===== config.mk =====
export PLATFORM = sky130hd
export DESIGN_NAME = pairwise_genotype_distance
export DESIGN_NICKNAME = d
export VERILOG_FILES = /design/src/hw/rtl/pgd_pkg.sv /design/src/hw/rtl/pairwise_genotype_distance.sv
export SDC_FILE = /design/constraint.sdc
export NUM_CORES = 1
export LEC_CHECK = 0
export BUFFER_PORTS_ARGS = -buffer_cell sky130_fd_sc_hd__buf_2
export CORE_ASPECT_RATIO = 1.4
export CORE_MARGIN = 2
export CORE_UTILIZATION = 47
export CTS_BUF_LIST = sky130_fd_sc_hd__clkbuf_4
export CTS_CLUSTER_DIAMETER = 200
export DETAILED_ROUTE_END_ITERATION = 10
export GPL_TIMING_DRIVEN = 0
export PLACE_DENSITY = 0.63
export SYNTH_ARGS = -nofsm -noshare
export SYNTH_HDL_FRONTEND = slang
export SYNTH_SLANG_ARGS = --single-unit
export TNS_END_PERCENT = 30

===== constraint.sdc =====
create_clock -name aclk -period 22 [get_ports aclk]
set_clock_uncertainty 0.1 [all_clocks]
set_input_delay 4.4 -clock aclk [delete_from_list [all_inputs] [get_ports aclk]]
set_output_delay 4.4 -clock aclk [all_outputs]
set_load 0.01 [all_outputs]

===== src/hw/rtl/pgd_pkg.sv =====
// shared widths, caps and allele codes for the pairwise genotype distance block
package pgd_pkg;

    // field widths
    localparam int SITE_W   = 21;
    localparam int BASE_W   = 22;
    localparam int ALLELE_W = 8;
    localparam int NUM_BASES = 4;

    // packed stream widths
    localparam int IN_W      = 4 * ALLELE_W;
    localparam int OUT_BITS  = 2 * BASE_W + 6 * SITE_W + NUM_BASES * BASE_W - BASE_W;
    localparam int OUT_W     = ((OUT_BITS + 7) / 8) * 8;

    // saturation limits
    localparam longint unsigned MAX_SITES  = 64'd1048576;
    localparam longint unsigned SITE_LIMIT = (64'd1 << SITE_W) - 64'd1;
    localparam longint unsigned BASE_LIMIT = (64'd1 << BASE_W) - 64'd1;
    localparam longint unsigned SITE_CAP   = (MAX_SITES < SITE_LIMIT) ? MAX_SITES : SITE_LIMIT;
    localparam longint unsigned BASE_CAP   = (MAX_SITES > BASE_LIMIT) ? BASE_LIMIT :
                                             ((2 * MAX_SITES < BASE_LIMIT) ? 2 * MAX_SITES
                                                                           : BASE_LIMIT);

    localparam logic [SITE_W-1:0] SITE_CAP_V  = SITE_W'(SITE_CAP);
    localparam logic [BASE_W-1:0] BASE_CAP_V  = BASE_W'(BASE_CAP);
    localparam logic [BASE_W-1:0] TOTAL_MAX_V = BASE_W'(BASE_LIMIT);

    // missing-call codes
    localparam logic [ALLELE_W-1:0] MISS_N    = 8'h4E;
    localparam logic [ALLELE_W-1:0] MISS_ZERO = 8'h30;

    // base codes in counter order A, C, G, T
    localparam logic [ALLELE_W-1:0] BASE_CODES [NUM_BASES] = '{8'h41, 8'h43, 8'h47, 8'h54};

endpackage


===== src/hw/rtl/pairwise_genotype_distance.sv =====
// pairwise genotype distance accumulator: site classification and saturating counts
//
// Usage:
// - input channel s_*: one item per SNP site; s_tdata carries the four allele
//   bytes of individuals A and B, s_tlast marks the final site of the pair
// - result channel m_*: one item per pair, issued for the site that has s_tlast
//   set; it carries the distance in half units and all site and allele counts
// - an accepted item is held in an input register and counted from there;
//   the result for a last site is registered when that site leaves the input register
// - throughput is one item per clock unless a last site waits on a pending result:
//   the only work per item is a few byte compares and a saturating increment of each counter
// - counters saturate at their caps; total distance saturates at 2^22-1
// - after the last site all counters restart at zero for the next pair
// - reset (aresetn low, synchronous) clears the counters, the valid and last flags
//   of the input register and the result valid
// - when the receiver stalls, a pending result is held in the result register;
//   ordinary sites keep flowing, and a further last site waits in the input
//   register until the pending result is taken
module pairwise_genotype_distance (
    input  logic                        aclk,
    input  logic                        aresetn,
    input  logic                        s_tvalid,
    output logic                        s_tready,
    // allele_a_first, allele_a_second, allele_b_first, allele_b_second
    input  logic [pgd_pkg::IN_W-1:0]    s_tdata,
    input  logic                        s_tlast,
    output logic                        m_tvalid,
    input  logic                        m_tready,
    // total_half_units, half_score_sites, full_score_sites, zero_score_sites,
    // valid_sites, het_sites_a, called_sites_a, count_adenine, count_cytosine,
    // count_guanine, count_thymine, zero padding
    output logic [pgd_pkg::OUT_W-1:0]   m_tdata
);

    localparam int SW = pgd_pkg::SITE_W;
    localparam int BW = pgd_pkg::BASE_W;
    localparam int AW = pgd_pkg::ALLELE_W;
    localparam int NB = pgd_pkg::NUM_BASES;

    // input register
    logic                       in_valid_reg, in_valid_next;
    logic                       in_last_reg,  in_last_next;
    logic [pgd_pkg::IN_W-1:0]   in_data_reg,  in_data_next;

    // running counters
    logic [SW-1:0] half_reg,   half_next;
    logic [SW-1:0] full_reg,   full_next;
    logic [SW-1:0] zero_reg,   zero_next;
    logic [SW-1:0] valid_reg,  valid_next;
    logic [SW-1:0] het_reg,    het_next;
    logic [SW-1:0] called_reg, called_next;
    logic [BW-1:0] base_reg  [NB];
    logic [BW-1:0] base_next [NB];

    // result register
    logic          out_valid_reg, out_valid_next;
    logic [BW-1:0] o_total_reg,  o_total_next;
    logic [SW-1:0] o_half_reg,   o_half_next;
    logic [SW-1:0] o_full_reg,   o_full_next;
    logic [SW-1:0] o_zero_reg,   o_zero_next;
    logic [SW-1:0] o_valid_reg,  o_valid_next;
    logic [SW-1:0] o_het_reg,    o_het_next;
    logic [SW-1:0] o_called_reg, o_called_next;
    logic [BW-1:0] o_base_reg  [NB];
    logic [BW-1:0] o_base_next [NB];

    // site classification
    logic [AW-1:0] a1, a2, b1, b2;
    logic          a_hom, b_hom, a1_miss, a2_miss, b1_miss;
    logic          is_half, is_full, is_zero, is_scored, a_called, a_het;
    logic [1:0]    base_inc [NB];

    // updated counter values for the item in the input register
    logic [SW-1:0] half_upd, full_upd, zero_upd, valid_upd, het_upd, called_upd;
    logic [BW-1:0] base_upd [NB];
    logic [BW:0]   total_sum;

    logic advance, do_step, out_load;

    function automatic logic [SW-1:0] site_bump(input logic [SW-1:0] c, input logic en);
        logic [SW-1:0] r;
        r = c;
        if (en && (c < pgd_pkg::SITE_CAP_V)) begin
            r = c + SW'(1);
        end
        return r;
    endfunction

    function automatic logic [BW-1:0] base_bump(input logic [BW-1:0] c, input logic [1:0] inc);
        logic [BW:0] s;
        s = {1'b0, c} + (BW+1)'(inc);
        if (s > {1'b0, pgd_pkg::BASE_CAP_V}) begin
            return pgd_pkg::BASE_CAP_V;
        end
        return s[BW-1:0];
    endfunction

    // handshake: the input register moves on unless a last site meets a full result
    assign advance  = !in_last_reg || !out_valid_reg || m_tready;
    assign do_step  = in_valid_reg && advance;
    assign out_load = do_step && in_last_reg;
    assign s_tready = !in_valid_reg || advance;

    // classify the registered site
    always_comb begin
        a1 = in_data_reg[0*AW +: AW];
        a2 = in_data_reg[1*AW +: AW];
        b1 = in_data_reg[2*AW +: AW];
        b2 = in_data_reg[3*AW +: AW];
        a_hom   = (a1 == a2);
        b_hom   = (b1 == b2);
        a1_miss = (a1 == pgd_pkg::MISS_N) || (a1 == pgd_pkg::MISS_ZERO);
        a2_miss = (a2 == pgd_pkg::MISS_N) || (a2 == pgd_pkg::MISS_ZERO);
        b1_miss = (b1 == pgd_pkg::MISS_N) || (b1 == pgd_pkg::MISS_ZERO);
        is_half   = !a_hom || !b_hom;
        is_full   = !is_half && (a1 != b1) && !a1_miss && !b1_miss;
        is_zero   = !is_half && (a1 == b1);
        is_scored = is_half || is_full || is_zero;
        a_called  = !a1_miss && !a2_miss;
        a_het     = a_called && !a_hom;
        for (int k = 0; k < NB; k++) begin
            base_inc[k] = {1'b0, (a1 == pgd_pkg::BASE_CODES[k])}
                        + {1'b0, (a2 == pgd_pkg::BASE_CODES[k])};
        end
    end

    // saturating counter updates
    always_comb begin
        half_upd   = site_bump(half_reg,   is_half);
        full_upd   = site_bump(full_reg,   is_full);
        zero_upd   = site_bump(zero_reg,   is_zero);
        valid_upd  = site_bump(valid_reg,  is_scored);
        het_upd    = site_bump(het_reg,    a_het);
        called_upd = site_bump(called_reg, a_called);
        for (int k = 0; k < NB; k++) begin
            base_upd[k] = base_bump(base_reg[k], base_inc[k]);
        end
        total_sum = (BW+1)'(half_upd) + ((BW+1)'(full_upd) << 1);
    end

    // next state of input register, counters and result register
    always_comb begin
        in_valid_next = in_valid_reg;
        in_last_next  = in_last_reg;
        in_data_next  = in_data_reg;
        if (s_tready) begin
            in_valid_next = s_tvalid;
            if (s_tvalid) begin
                in_last_next = s_tlast;
                in_data_next = s_tdata;
            end
        end

        half_next   = half_reg;
        full_next   = full_reg;
        zero_next   = zero_reg;
        valid_next  = valid_reg;
        het_next    = het_reg;
        called_next = called_reg;
        for (int k = 0; k < NB; k++) begin
            base_next[k] = base_reg[k];
        end
        if (do_step) begin
            if (in_last_reg) begin
                half_next   = '0;
                full_next   = '0;
                zero_next   = '0;
                valid_next  = '0;
                het_next    = '0;
                called_next = '0;
                for (int k = 0; k < NB; k++) begin
                    base_next[k] = '0;
                end
            end else begin
                half_next   = half_upd;
                full_next   = full_upd;
                zero_next   = zero_upd;
                valid_next  = valid_upd;
                het_next    = het_upd;
                called_next = called_upd;
                for (int k = 0; k < NB; k++) begin
                    base_next[k] = base_upd[k];
                end
            end
        end

        out_valid_next = out_valid_reg;
        if (m_tready) begin
            out_valid_next = 1'b0;
        end
        if (out_load) begin
            out_valid_next = 1'b1;
        end

        o_total_next  = o_total_reg;
        o_half_next   = o_half_reg;
        o_full_next   = o_full_reg;
        o_zero_next   = o_zero_reg;
        o_valid_next  = o_valid_reg;
        o_het_next    = o_het_reg;
        o_called_next = o_called_reg;
        for (int k = 0; k < NB; k++) begin
            o_base_next[k] = o_base_reg[k];
        end
        if (out_load) begin
            o_total_next  = (total_sum > {1'b0, pgd_pkg::TOTAL_MAX_V}) ? pgd_pkg::TOTAL_MAX_V
                                                                       : total_sum[BW-1:0];
            o_half_next   = half_upd;
            o_full_next   = full_upd;
            o_zero_next   = zero_upd;
            o_valid_next  = valid_upd;
            o_het_next    = het_upd;
            o_called_next = called_upd;
            for (int k = 0; k < NB; k++) begin
                o_base_next[k] = base_upd[k];
            end
        end
    end

    // control state and counters
    always_ff @(posedge aclk) begin
        if (!aresetn) begin
            in_valid_reg  <= 1'b0;
            in_last_reg   <= 1'b0;
            out_valid_reg <= 1'b0;
            half_reg      <= '0;
            full_reg      <= '0;
            zero_reg      <= '0;
            valid_reg     <= '0;
            het_reg       <= '0;
            called_reg    <= '0;
            for (int k = 0; k < NB; k++) begin
                base_reg[k] <= '0;
            end
        end else begin
            in_valid_reg  <= in_valid_next;
            in_last_reg   <= in_last_next;
            out_valid_reg <= out_valid_next;
            half_reg      <= half_next;
            full_reg      <= full_next;
            zero_reg      <= zero_next;
            valid_reg     <= valid_next;
            het_reg       <= het_next;
            called_reg    <= called_next;
            for (int k = 0; k < NB; k++) begin
                base_reg[k] <= base_next[k];
            end
        end
    end

    // payload registers
    always_ff @(posedge aclk) begin
        in_data_reg  <= in_data_next;
        o_total_reg  <= o_total_next;
        o_half_reg   <= o_half_next;
        o_full_reg   <= o_full_next;
        o_zero_reg   <= o_zero_next;
        o_valid_reg  <= o_valid_next;
        o_het_reg    <= o_het_next;
        o_called_reg <= o_called_next;
        for (int k = 0; k < NB; k++) begin
            o_base_reg[k] <= o_base_next[k];
        end
    end

    // result packing, first field in the low bits
    assign m_tvalid = out_valid_reg;
    assign m_tdata  = pgd_pkg::OUT_W'({o_base_reg[3], o_base_reg[2], o_base_reg[1], o_base_reg[0],
                                       o_called_reg, o_het_reg, o_valid_reg, o_zero_reg,
                                       o_full_reg, o_half_reg, o_total_reg});

endmodule


==> metrics.md <==
| Metric | Value |
|---|---|
| Outcome | complete, no violations |
| TritonRoute pass-1 iters | 5 |
| Top cell type's share of synthesized area | 0.3342 |
| Highest clock rate | 99.52 MHz |
| Clock buffer depth | 3 |
| Post-synth ARST share | 0 |
| Clk slew on worst S/H paths | 0.07 ns |
| Top-Level Pins | 279 |
| Worst setup SP type | input pin |
| Slew Limit Fails | 0 |
| P_int | 1.364 mW |
| Leakage | 11.64 nW |
| Total CTS buffers | 115 |
| Ranking of synthesized cells by area | edfxtp_1 (33%), dfxtp_1 (18%), xnor2_1 (5.1%) |
| Final period utilization | 0.4567 |
| Clk sinks | 485 |
| R2R Path Start | in_data_reg[18] |
| Fin nets | 2861 |
| Die width | 195.3 um |
| Synth unique cells | 94 |
| CP startpoint | m_tready |
| Crit path time final | 10.05 ns |
| Comb pwr share | 0.045 |
| Power per Cell Area | 64.99 nW/um^2 |
| Most common cell in the synthesized netlist | edfxtp_1 |
| Post-synth top flop | edfxtp_1 |
| Drt wl/cell | 20.35 um |
| Starting Density | 0.4732 |
| Max-cap viol count | 0 |
| Area Overhead vs Synth | 15.88% |
| Hold Vio Cnt, Final | 0 |
| Clock network fraction of design power | 0.422 |
| Sw Ratio | 0.2480 |
| Antenna-violating nets left | 0 |
| First-pass GRT wire length | 109600 um |
| Total Wirelength | 72040 um |
| DR vias | 20.39k |
| Seq/Total Area, Yosys | 0.5147 |
| Required time worst endpoint | 17.50 ns |
| Die height | 271.8 um |
| Vias in the first global route | 19.74k |
| Worst min path class | reg2reg |
| DRT iter0 DRCs | 1379 |
| Relative slew slack | 0.1363 |
| Vias per inst | 5.760 |
| Global route overflow | 0 |
| Worst hold start | zero_reg[19] |
| Area leader, netlist | edfxtp_1 |
| # DRC | 0 |
| Core Box Area | 50890 um^2 |
| Synth Instances | 2392 |
| R2R depth | 19 |
| Largest net degree at the start of global routing | 70 |
| Clock root cell | clkbuf_4 |
| FF+latch count, synth | 485 |
| Dpl hpwl | 52370 um |
| Post-cts sizing count | 0 |
| Gr usage total | 0.2667 |
| Layout cells sized above 1 | 0.1901 |
| Placement Rows | 98 |
| CP Max Fanout | 3 |
| CP Data Arrival Time | 5.55 ns |
| Worst Setup End Kind | primary output |
| Worst VDD drop | 0.00004192 V |
| Post-CTS Hold Buffers | 0 |
| Sw Pwr | 0.4498 mW |
| Most frequent cells after synthesis | edfxtp_1 (268), nor2_1 (219), dfxtp_1 (217) |
| DP Worst Slack | 11.97 ns |
| Number of flops mapped to enable cells by yosys | 268 |
| Port bufs | 274 |
| Post-route setup TNS | 0 ns |
| Die area | 53080 um^2 |
| CP Class | in2out |
| Mapped cell area | 24080 um^2 |
| Final worst slack | 11.95 ns |
| RSZ-0062 raised after global routing | false |
| Antenna violations before repair | 3 |
| Gpl congestion | 0.9243 |
| Post-CTS Repair Setup Buffers | 0 |
| CTS H-tree depth | 3 |
| Sequential share of power | 0.533 |
| Clock latency on the worst-skew pair | 0.92 ns |
| Syn Area/Cell | 10.07 um^2 |
| Hold depth | 1 |
| Count of final setup violators | 0 |
| Yosys warns | 0 |
| CTS tree | done |
| Pin slew with the least headroom to its limit | 1.279 ns |
==> final cells by class <==
type	count	area, um^2
fill	4586	22980
sequential	485	12390
multi-input combinational	1710	10880
timing repair buffer	277	1454
clock buffer	165	1239
tap	650	813.3
buffer	164	686.9
clock inverter	51	297.8
inverter	36	135.1
antenna	2	5.005
==> metal layers <==
| metal | global-route usage | wire (um) |
|---|---|---|
| met1 | 0.3033 | 27700 |
| met3 | 0.04123 | 4383 |
| met2 | 0.4714 | 35900 |
| met4 | 0.1631 | 4055 |
| met5 | 0 | 0 |
==> per-stage QoR <==
stage               instances  hold WS (ns)  area [um^2]    util  power (mW)
detailed placement       3322        0.3943        26360  0.5180       1.068
finish                   3540        0.4090        27900  0.5483       1.813
floorplan                2395        0.3500        24090       -       1.032
CTS                      3538        0.4069        27900  0.5482       1.828
global placement         3319        0.3683        26270  0.5163       1.069
global route             3540        0.4249        27900  0.5483       1.879
==> layout by cell type (no fill, tap or decap), types with 17 or more instances in the layout <==
master	Yosys	routed
and3_1	54	54
nand2b_1	17	17
dfxtp_1	217	217
xor2_1	94	94
nand3_1	112	112
nand2_1	192	192
a22o_1	27	27
o31ai_1	40	40
or4_1	17	17
a21o_1	38	38
nor3_1	58	58
a21oi_1	88	88
and2_1	36	34
edfxtp_1	268	268
inv_1	35	35
or3_1	31	31
nor2_1	219	219
nor4_1	34	34
o21ai_0	130	130
clkbuf_1	113	113
clkbuf_4	0	165
xnor2_1	141	141
buf_2	30	304
a22oi_1	27	27
a31oi_1	53	53
ha_1	30	30
and4_1	18	18
clkinv_1	0	30
mux2i_1	26	26
nand4_1	39	39
==> final timing paths <==
path | slack, ns | end
min reg2reg | 0.41 | zero_reg[19]
min | 0.41 | zero_reg[19]
max reg2reg | 15.71 | o_total_reg[15]
max | 11.95 | s_tready
==> power groups by stage <==
stage          clock (mW)  sequential (mW)  combinational [mW]
6_report            0.765            0.966              0.0821
5_1_grt             0.825            0.967              0.0872
4_1_cts             0.781            0.966              0.0813
3_5_place_dp            0            0.987              0.0810
3_3_place_gp            0            0.990              0.0786
2_1_floorplan           0            0.988              0.0435
==> kinds of logic after synthesis <==
kind of cell | synth area share
flip-flops | 0.5147
XOR/XNOR | 0.08548
AND/OR/NAND/NOR | 0.1936
buffers and inverters | 0.03414
multiplexers | 0.01502
other | 0.0001557
AO/OA/AOI/OAI | 0.1372
adder cells (fa/ha/maj) | 0.01975
==> critical path, cell delays in order <==
cell and delay [ns]:
buf_2 0.10, nor2b_1 0.37, nand2_1 0.13, nor2_1 0.19
inv_1 0.18, buf_2 0.18
(Power assumes the default switching activity.)
